===== config.mk =====
export PLATFORM = sky130hd
export DESIGN_NAME = debounced_capture_trigger_core
export DESIGN_NICKNAME = d
export VERILOG_FILES = /design/src/hdl/dct_pkg.sv /design/src/hdl/dct_step.sv /design/src/hdl/debounced_capture_trigger_core.sv
export SDC_FILE = /design/constraint.sdc
export NUM_CORES = 1
export LEC_CHECK = 0
export BUFFER_PORTS_ARGS = -buffer_cell sky130_fd_sc_hd__buf_2
export CELL_PAD_IN_SITES_DETAIL_PLACEMENT = 0
export CELL_PAD_IN_SITES_GLOBAL_PLACEMENT = 1
export CORE_MARGIN = 2
export CORE_UTILIZATION = 39
export DETAILED_ROUTE_END_ITERATION = 8
export PLACE_DENSITY = 0.68
export SLEW_MARGIN = 20
export SYNTH_ARGS = -nofsm -noshare
export SYNTH_HDL_FRONTEND = slang
export SYNTH_SLANG_ARGS = --single-unit

===== constraint.sdc =====
create_clock -name clk_i -period 5.9 [get_ports clk_i]
set_clock_uncertainty 0.2 [all_clocks]
set_input_delay 0.295 -clock clk_i [delete_from_list [all_inputs] [get_ports clk_i]]
set_output_delay 0.295 -clock clk_i [all_outputs]
set_load 0.01 [all_outputs]

===== src/hdl/dct_pkg.sv =====
// ----------------------------------------------------------------------------
// dct_pkg: shared types and codes for the debounced capture trigger
// Command codes, event codes, pin level codes, and the state and result
// records passed between the core and its per-tick update logic.
// ----------------------------------------------------------------------------
package dct_pkg;

  localparam int unsigned LockoutWidth = 20;
  localparam int unsigned FrameWidth   = 32;
  localparam int unsigned ElapsedWidth = 48;

  localparam logic [LockoutWidth-1:0] LOCKOUT_RESET = LockoutWidth'(10000);
  localparam logic [LockoutWidth-1:0] EDGE_MAX      = '1;
  localparam logic [ElapsedWidth-1:0] ELAPSED_MAX   = '1;

  // command codes
  localparam logic [2:0] FUNC_NONE   = 3'd0;
  localparam logic [2:0] FUNC_START  = 3'd1;
  localparam logic [2:0] FUNC_STOP   = 3'd2;
  localparam logic [2:0] FUNC_QRESET = 3'd3;
  localparam logic [2:0] FUNC_ALLOC  = 3'd4;

  // change event codes
  localparam logic [1:0] EVT_NONE     = 2'd0;
  localparam logic [1:0] EVT_ACTIVE   = 2'd1;
  localparam logic [1:0] EVT_INACTIVE = 2'd2;

  // accepted pin level codes
  localparam logic [1:0] LVL_LOW     = 2'd0;
  localparam logic [1:0] LVL_HIGH    = 2'd1;
  localparam logic [1:0] LVL_UNKNOWN = 2'd2;

  typedef struct packed {
    logic [1:0]              known_level;
    logic [LockoutWidth-1:0] edge_ticks;
    logic                    active;
    logic                    session;
    logic [FrameWidth-1:0]   frame_cnt;
    logic                    last_rep;
  } trig_state_t;

  typedef struct packed {
    logic                    active;
    logic                    session_valid;
    logic [ElapsedWidth-1:0] elapsed_ticks;
    logic [FrameWidth-1:0]   frame_id;
    logic [1:0]              change_event;
  } trig_result_t;

endpackage


===== src/hdl/dct_step.sv =====
// ----------------------------------------------------------------------------
// dct_step: one-tick update of the trigger state
// Advances the timers, applies the debounced pin edge, then the command,
// and forms the result word.
// ----------------------------------------------------------------------------
module dct_step
  import dct_pkg::*;
#(
  parameter int unsigned TIME_WIDTH = 48
) (
  input  trig_state_t               state_i,
  input  logic [TIME_WIDTH-1:0]     sess_ticks_i,
  input  logic [LockoutWidth-1:0]   lockout_i,
  input  logic                      pin_level_i,
  input  logic [2:0]                func_i,
  output trig_state_t               state_o,
  output logic [TIME_WIDTH-1:0]     sess_ticks_o,
  output trig_result_t              result_o
);

  localparam int unsigned EW = (TIME_WIDTH > ElapsedWidth) ? TIME_WIDTH : ElapsedWidth;
  localparam logic [TIME_WIDTH-1:0] SESSION_MAX = '1;

  trig_state_t           st;
  logic [TIME_WIDTH-1:0] sess;
  logic [1:0]            evt;
  logic [FrameWidth-1:0] frame_out;
  logic [EW-1:0]         elapsed_w;
  logic                  edge_ok;

  always_comb begin
    st        = state_i;
    sess      = sess_ticks_i;
    evt       = EVT_NONE;
    frame_out = '0;

    // advance timers, saturating
    if (st.edge_ticks != EDGE_MAX) begin
      st.edge_ticks = st.edge_ticks + 1'b1;
    end
    if (st.session && (sess != SESSION_MAX)) begin
      sess = sess + 1'b1;
    end

    // debounced pin edge
    edge_ok = (st.known_level != {1'b0, pin_level_i}) &&
              ((st.known_level == LVL_UNKNOWN) || (st.edge_ticks >= lockout_i));
    if (edge_ok) begin
      st.edge_ticks  = '0;
      st.known_level = pin_level_i ? LVL_HIGH : LVL_LOW;
      if (pin_level_i) begin
        st.session   = 1'b1;
        sess         = '0;
        st.frame_cnt = '0;
        st.active    = 1'b1;
      end else begin
        st.active = 1'b0;
      end
      if (st.active != st.last_rep) begin
        st.last_rep = st.active;
        evt         = st.active ? EVT_ACTIVE : EVT_INACTIVE;
      end
    end

    // command after the pin
    case (func_i)
      FUNC_START: begin
        st.session   = 1'b1;
        sess         = '0;
        st.frame_cnt = '0;
        st.active    = 1'b1;
        evt          = EVT_ACTIVE;
      end
      FUNC_STOP: begin
        st.active  = 1'b0;
        st.session = 1'b0;
        sess       = '0;
        evt        = EVT_INACTIVE;
      end
      FUNC_QRESET: begin
        st.active    = 1'b0;
        st.session   = 1'b0;
        sess         = '0;
        st.frame_cnt = '0;
      end
      FUNC_ALLOC: begin
        st.frame_cnt = st.frame_cnt + 1'b1;
        frame_out    = st.frame_cnt;
      end
      default: begin
      end
    endcase

    // clamp elapsed to the output width
    elapsed_w = st.session ? EW'(sess) : '0;
    if (elapsed_w > EW'(ELAPSED_MAX)) begin
      elapsed_w = EW'(ELAPSED_MAX);
    end
  end

  assign state_o      = st;
  assign sess_ticks_o = sess;

  assign result_o.active        = st.active;
  assign result_o.session_valid = st.session;
  assign result_o.elapsed_ticks = elapsed_w[ElapsedWidth-1:0];
  assign result_o.frame_id      = frame_out;
  assign result_o.change_event  = evt;

endmodule


===== src/hdl/debounced_capture_trigger_core.sv =====
// ----------------------------------------------------------------------------
// debounced_capture_trigger_core: debounced trigger with lockout and timestamp
// Tracks a capture session from a debounced trigger pin and manual commands,
// one word per microsecond tick, and reports activity, elapsed ticks and
// allocated frame numbers.
// ----------------------------------------------------------------------------
// Usage:
//   Input channel (in_valid_i / in_stall_o): one word per microsecond tick,
//   carrying the sampled pin level and a command code. Every accepted word
//   gives exactly one result word on the output channel
//   (out_valid_o / out_stall_i), in order.
//   Path: an accepted word is held in the input register, then passes
//   through the update logic into the result register.
//   Throughput: one word per cycle unless the receiver stalls; the state
//   update is a single pass of short logic (a 48-bit saturating add, a
//   20-bit compare against the lockout and a 32-bit frame increment)
//   between the two registers.
//   Receiver stall: the result register holds; the input register still
//   takes a word while empty, and in_stall_o rises only when both are full.
//   Reset: state returns to unknown pin level, no session, inactive, frame
//   counter zero, lockout 10000 ticks; both registers empty.
//   Configuration: cfg_we_i writes the 20-bit lockout; write it only while
//   no word is in flight.
// ----------------------------------------------------------------------------
module debounced_capture_trigger_core
  import dct_pkg::*;
#(
  parameter int unsigned TIME_WIDTH = 48
) (
  input  logic                    clk_i,
  input  logic                    rst_ni,
  input  logic                    cfg_we_i,
  input  logic [LockoutWidth-1:0] cfg_wdata_i,
  input  logic                    in_valid_i,
  output logic                    in_stall_o,
  input  logic                    pin_level_i,
  input  logic [2:0]              func_i,
  output logic                    out_valid_o,
  input  logic                    out_stall_i,
  output logic                    active_o,
  output logic                    session_valid_o,
  output logic [ElapsedWidth-1:0] elapsed_ticks_o,
  output logic [FrameWidth-1:0]   frame_id_o,
  output logic [1:0]              change_event_o
);

  logic [LockoutWidth-1:0] lockout_q;

  // input register
  logic       in_valid_q;
  logic       pin_q;
  logic [2:0] func_q;

  // trigger state
  trig_state_t           state_q, state_d;
  logic [TIME_WIDTH-1:0] sess_q, sess_d;

  // result register
  logic         out_valid_q;
  trig_result_t result_q, result_d;

  logic out_adv;
  logic in_take;
  logic step;

  // advance the result register when it is empty or being taken
  assign out_adv    = !out_valid_q || !out_stall_i;
  assign step       = in_valid_q && out_adv;
  assign in_stall_o = in_valid_q && !out_adv;
  assign in_take    = in_valid_i && !in_stall_o;

  always_ff @(posedge clk_i or negedge rst_ni) begin
    if (!rst_ni) begin
      lockout_q <= LOCKOUT_RESET;
    end else if (cfg_we_i) begin
      lockout_q <= cfg_wdata_i;
    end
  end

  // input register: take a word whenever it is free or draining
  always_ff @(posedge clk_i or negedge rst_ni) begin
    if (!rst_ni) begin
      in_valid_q <= 1'b0;
    end else if (!in_stall_o) begin
      in_valid_q <= in_valid_i;
    end
  end

  always_ff @(posedge clk_i) begin
    if (in_take) begin
      pin_q  <= pin_level_i;
      func_q <= func_i;
    end
  end

  dct_step #(
    .TIME_WIDTH(TIME_WIDTH)
  ) u_step (
    .state_i     (state_q),
    .sess_ticks_i(sess_q),
    .lockout_i   (lockout_q),
    .pin_level_i (pin_q),
    .func_i      (func_q),
    .state_o     (state_d),
    .sess_ticks_o(sess_d),
    .result_o    (result_d)
  );

  // commit the state only when the word moves into the result register
  always_ff @(posedge clk_i or negedge rst_ni) begin
    if (!rst_ni) begin
      state_q.known_level <= LVL_UNKNOWN;
      state_q.edge_ticks  <= '0;
      state_q.active      <= 1'b0;
      state_q.session     <= 1'b0;
      state_q.frame_cnt   <= '0;
      state_q.last_rep    <= 1'b0;
      sess_q              <= '0;
    end else if (step) begin
      state_q <= state_d;
      sess_q  <= sess_d;
    end
  end

  // result register
  always_ff @(posedge clk_i or negedge rst_ni) begin
    if (!rst_ni) begin
      out_valid_q <= 1'b0;
    end else if (out_adv) begin
      out_valid_q <= in_valid_q;
    end
  end

  always_ff @(posedge clk_i) begin
    if (step) begin
      result_q <= result_d;
    end
  end

  assign out_valid_o     = out_valid_q;
  assign active_o        = result_q.active;
  assign session_valid_o = result_q.session_valid;
  assign elapsed_ticks_o = result_q.elapsed_ticks;
  assign frame_id_o      = result_q.frame_id;
  assign change_event_o  = result_q.change_event;

  // an active trigger always has a session behind it
  a_active_has_session : assert property (@(posedge clk_i) disable iff (!rst_ni)
    out_valid_o && active_o |-> session_valid_o)
    else $error("active without a session");

  // no session means no elapsed time
  a_no_session_zero : assert property (@(posedge clk_i) disable iff (!rst_ni)
    out_valid_o && !session_valid_o |-> elapsed_ticks_o == '0)
    else $error("elapsed ticks without a session");

  // an inactive report always leaves the trigger inactive; an active report
  // may be followed by a quiet reset in the same tick
  a_event_matches : assert property (@(posedge clk_i) disable iff (!rst_ni)
    out_valid_o && (change_event_o == EVT_INACTIVE) |-> !active_o)
    else $error("change event disagrees with active flag");

  // an empty input register never stalls the sender
  a_no_stall_empty : assert property (@(posedge clk_i) disable iff (!rst_ni)
    !in_valid_q |-> !in_stall_o)
    else $error("stall with empty input register");

endmodule

# After elaboration in Yosys (flattened, before gate mapping)
# Index checks and enable logic that the tools add are counted.
# op_classes
mux	18
n_reduce_logical	16
eq_ne	9
multipliers	0
n_lt_le_gt_ge	2
n_div	0
n_bitwise	0
addsub	3
shift	0
# ops
op	n
48-bit 2-to-1 mux	5
32-bit case mux with 2 select lines	1
55-bit 2-to-1 mux	1
48-bit by 1-bit adder with 48-bit output, second input constant	1
48-bit greater-than comparator, second input constant	1
48-bit inequality test, second input constant	1
33-bit 2-to-1 mux	1
32-bit by 1-bit adder with 32-bit output, second input constant	1
20-bit by 1-bit adder with 20-bit output, second input constant	1
20-bit greater-or-equal comparator	1
20-bit 2-to-1 mux	1
20-bit inequality test, second input constant	1
2-bit case mux with 2 select lines	2
3-bit by 2-bit == test with 1-bit output, second input constant	2
2-bit 2-to-1 mux	3
1-bit logical AND	5
1-bit logical NOT	4
1-bit 2-to-1 mux	4
2-bit OR reduction	2
3-bit by 1-bit == test with 1-bit output, second input constant	1
3-bit == test, second input constant	1
3-bit AND reduction	1
3-bit OR reduction	1
2-bit == test, second input constant	1
4 further kinds	5
# totals
mem_bits_rw	0
regBits	215
latch_bits	0
rom_bits	0
word_cells	65
in_bits	29
n_memories	0
output_inout_bits	86

# Logic depth before layout (Yosys ltp)
# depth
ltp_word	12
depth_mapped	24
depth_no_buf	21

# Hierarchy
# From an unflattened synthesis, not the netlist that was laid out.
# unflattened
hier_cells	1061
hier_area_um2	11486.0
# by_module_without_submodules
module	instances	seq_area_each_um2	cells_each	area_each_um2
debounced_capture_trigger_core	1	5828.1	359	7379.6
dct_step	1	0.0	702	4106.4

# Least setup slack after synthesis
# No wires, ideal clock.
# synth_timing
kind	register to register
startpoint	register state_q[39] (netlist name)
endpoint	register result_q (netlist bit frame_id_o[28]), data pin
n_path_buf	3
t_required_ns	5.433
slack_ns	0.458
setup_ns	0.267
path_stages_with_launch	25
period_less_slack_ns	5.442
arrival_time_ns	4.975
cell_sequence	dfrtp_1 clkbuf_1 and4_1 nand4_1 or3_1 clkbuf_1 nand2_1 nor2_1 xor2_1 ha_1 a21oi_1 o21ai_0 a41oi_1 o211ai_2 nand2_1 clkbuf_1 and2_1 ha_1 nand3_1 nor4_2 and2_1 nand3_1 nor3_1 xnor2_1 nor3_1
# synth_between
elab_chain_len	7
elab_cells_between_ends	8
cone_classes	2 x add/sub; 1 x order compare; 1 x eq/ne; 2 x mux; 2 x reduce/logical
# synth_rtl
item	line	rtl
start: declaration	debounced_capture_trigger_core.sv:55	trig_state_t state_q, state_d;
start signal: assignment	debounced_capture_trigger_core.sv:120	state_q <= state_d;
20-bit by 1-bit adder with 20-bit output or 20-bit inequality test (tied branches)	dct_step.sv:39, dct_step.sv:38	
20-bit 2-to-1 mux *	dct_step.sv:38	if (st.edge_ticks != EDGE_MAX) begin
20-bit greater-or-equal comparator *	dct_step.sv:47	((st.known_level == LVL_UNKNOWN) || (st.edge_ticks >= lockout_i));
1-bit logical OR *	dct_step.sv:47	
1-bit logical AND *	dct_step.sv:46	edge_ok = (st.known_level != {1'b0, pin_level_i}) &&
55-bit 2-to-1 mux *	dct_step.sv:48	if (edge_ok) begin
32-bit by 1-bit adder with 32-bit output *	dct_step.sv:87	st.frame_cnt = st.frame_cnt + 1'b1;
end signal: assignment	debounced_capture_trigger_core.sv:136	result_q <= result_d;
end: declaration	debounced_capture_trigger_core.sv:60	trig_result_t result_q, result_d;
# Mark *: on every way between the ends. The rest lies on a longest branch, timed or not.
# A chain may end at the register's enable or synchronous reset.

# Final worst setup path
# Ends and elaborated chain as after synthesis.

==> run metrics <==
critical path type=reg -> reg; die area=a little over 30000 um2; number of distinct library cells after synthesis=71; top cells by count, synth=138 x nand2_1, 125 x nor2_1, 121 x dfrtp_1, 88 x edfxtp_1, 77 x nand3_1; number of synthesized flops with an enable pin=88; Worst Hold Class=in -> reg; total CTS buffers=26; filler instances=2751; Std-Cell Rows=62; Post-Route Setup TNS=0 ps; Slew @ Worst Pin=1090 ps; final WL=28200 um; CP Capture Type=flip-flop; Synth Area per Inst=9.62 um2; RSZ-0062 raised after global routing=no; Tcrit/Tclk final=91.9%; Final Hold Vio Count=0; residual DRC count=0; vias in the first global route=8805; worst reg-to-reg path cell count=21; WP data required=5960 ps; total global routing track utilization=18.6%; area leader, netlist=dfrtp_1; I/O pin count=around 120; Core ar.=28800 um2; Skew-Pair Late Insertion Delay=530 ps; crit path max fanout=7; pwr dens=340 nW/um2; DR WL/cell=16.5 um; Syn Inst Count=1187; asr flop ratio synth=59.1%; Detail Route Antenna Nets=0; start point of the critical path=state_q[39]$_DFFE_PN0P_; Sequential cell area=5830 um2; Post-Syn Nets=1241; number of max-cap violations=0; critical path's top delay family=simple AND/OR/NAND/NOR gates; CP Buf/Inv Count=0; min Tclk post-route=about 5400 ps; post-CTS setup buffer count=0; largest net degree at the start of global routing=between 70 and 80; #FFs+latches synth=215; Clock Sinks=215; # diodes=0; GP Congestion=a little under 0.8; slowest cell delay on critical path=520 ps; share of cells above drive strength 1=between 10% and 20%; area of the multi-input gates=between 5000 and 6000 um2; flop2flop setup slack=480 ps; slowest CP cell=or3_4; Initial Utilization=39.7%; Post-Syn Area=11400 um2; reg-to-reg endpoint=frame_id_o[28]$_SDFFCE_PN0P_; status=completed; Rel. slew slack=27.2%; Max VDD drop=0.175 mV; DPL Wire Length=18500 um; largest cells by area after synthesis=dfrtp_1 27%, edfxtp_1 23%, nand2_1 4.5%; count of final setup violators=0; Die X-Extent=175 um; post-DR vias/cell=between 5 and 6; die height=between 150 and 200 um; CP arrival=5480 ps; Crit Reg-Reg Startpoint=state_q[39]$_DFFE_PN0P_; top-area cell type share of the netlist area=26.5%; P_leak=0.00563 uW; Remaining Overflow, GRT=0; top-count cell post-synth=nand2_1; TritonRoute pass-1 iters=5; Setup crit end=frame_id_o[28]$_SDFFCE_PN0P_; Starting DRT DRC Count=569; clk buf depth=3; fmax=184 MHz; first-pass GRT wire length=46600 um; prevailing post-synth register cell=dfrtp_1; Max Slew Vio Count=0; clock-pin slew on the worst setup and hold paths=roughly 60 ps; initial antenna violation count=0; YS warnings=0; Seq/Total Area, Yosys=51.0%; post-layout util=47.3%; fin nets=around 1400; clk root buf=clkbuf_16; critical path depth=21; IO buf count=114; Startpoint Class=flip-flop; H-Tree Depth=1; CTS tree=yes; vias=9029; crit-path cells=and4_1 -> nand4_1 -> or3_4 -> nand2_1 -> nor2_1 -> xor2_1 -> ha_1 -> a21oi_1 -> o21ai_0 -> a41oi_1 -> o211ai_2 -> nand2_1 -> and2_1 -> ha_1 -> nand3_1 -> nor4_2 -> and2_1 -> nand3_1 -> nor3_2 -> xnor2_1 -> nor3_1; synth-to-layout area growth=19.1%
==> placed cells by master (no fill, tap or decap), types with 45 or more instances in the layout <==
cell type,instances
nand2_1,137
dfrtp_1,121
nand3_1,77
edfxtp_1,88
a21oi_1,54
o21ai_0,73
nor2_1,125
buf_2,113
xnor2_1,45
==> sequential cells by signal (all words and copies together), names as in the netlist <==
register         flops
active_o             1
change_event_o       2
elapsed_ticks_o     48
frame_id_o          32
func_q               3
in_valid_q           1
lockout_q           20
out_valid_o          1
pin_q                1
sess_q              48
session_valid_o      1
state_q             57
==> timing repair <==
action / CTS / global route
setup endpoints to repair: 0 / 2
hold endpoints to repair: 93 / 0
resized for setup: 0 / 2
hold buffers: 28 / 0
==> worst min path at each step <==
| stage | from | end | depth (start not counted) |
|---|---|---|---|
| after floorplan | rst_ni | in_valid_q$_DFFE_PN0N_ | 0 |
| after global placement | state_q[32]$_DFFE_PN0P_ | state_q[32]$_DFFE_PN0P_ | 1 |
| after detailed placement | state_q[32]$_DFFE_PN0P_ | state_q[32]$_DFFE_PN0P_ | 1 |
| after CTS | cfg_we_i | lockout_q[4]$_DFFE_PN1P_ | 3 |
| after global routing | cfg_we_i | lockout_q[4]$_DFFE_PN1P_ | 3 |
| final | cfg_we_i | lockout_q[4]$_DFFE_PN1P_ | 3 |
==> kinds of logic (layout without fill, tap and decap cells) <==
logic type / count (synthesis) / after routing / share of synthesized area [%]
adders and majority gates: 25 / 25 / 2.74
AOI/OAI and AO/OA: 243 / 243 / 13.3
xor gates and xnor gates: 84 / 84 / 6.44
buffers and inverters: 106 / 249 / 3.73
DFF: 215 / 215 / 51.0
and+or+nand+nor: 502 / 502 / 21.6
muxes: 12 / 12 / 1.10
==> routing by layer <==
| metal | vias up | global-route usage [%] | part of all wire (%) |
|---|---|---|---|
| li1 | 4518 | - | - |
| met1 | 4313 | 25.8 | 48 |
| met2 | 156 | 30.9 | 46 |
| met3 | 42 | 2.57 | 3.5 |
| met4 | 0 | 4.51 | 2.1 |
| met5 | - | 0 | 0 |
==> report_power, final <==
part	internal, uW	switching (uW)
logic	331	506
registers	1790	223
clock network	1110	674
==> final cells by class <==
| type | count | area share, % |
|---|---|---|
| sequential | 215 | 42.8 |
| clock buffer | 29 | 5.02 |
| multi-input combinational | 866 | 38.1 |
| tap | 384 | 3.53 |
| inverter | 40 | 1.12 |
| clock inverter | 19 | 2.08 |
| timing repair buffer | 161 | 7.32 |
==> through the flow <==
stage / setup WS (ps) / hold WS, ps / total power (uW) / instances / instance area [um2]
5_1_grt: 41.3 / 82.2 / 4890 / 1714 / 13600
2_1_floorplan: 458 / -201 / 2580 / 1187 / 11400
6_report: 479 / 37.9 / 4630 / 1714 / 13600
4_1_cts: 297 / 22.0 / 4690 / 1714 / 13600
3_3_place_gp: 506 / 270 / 2850 / 1638 / 12400
3_5_place_dp: 329 / 277 / 2870 / 1638 / 12400
==> worst register-to-register path, stage by stage, from the launching register on <==
cell      delay (ps)
dfrtp_1          460
and4_1           290
nand4_1          270
or3_4            520
nand2_1          160
nor2_1           100
xor2_1           150
ha_1             300
a21oi_1          150
o21ai_0           80
a41oi_1          350
o211ai_2         160
nand2_1          130
and2_1           160
ha_1             220
nand3_1          200
nor4_2           360
and2_1           230
nand3_1          180
nor3_2           280
xnor2_1          150
nor3_1            60
No activity file was read; power rests on OpenSTA's default activity.
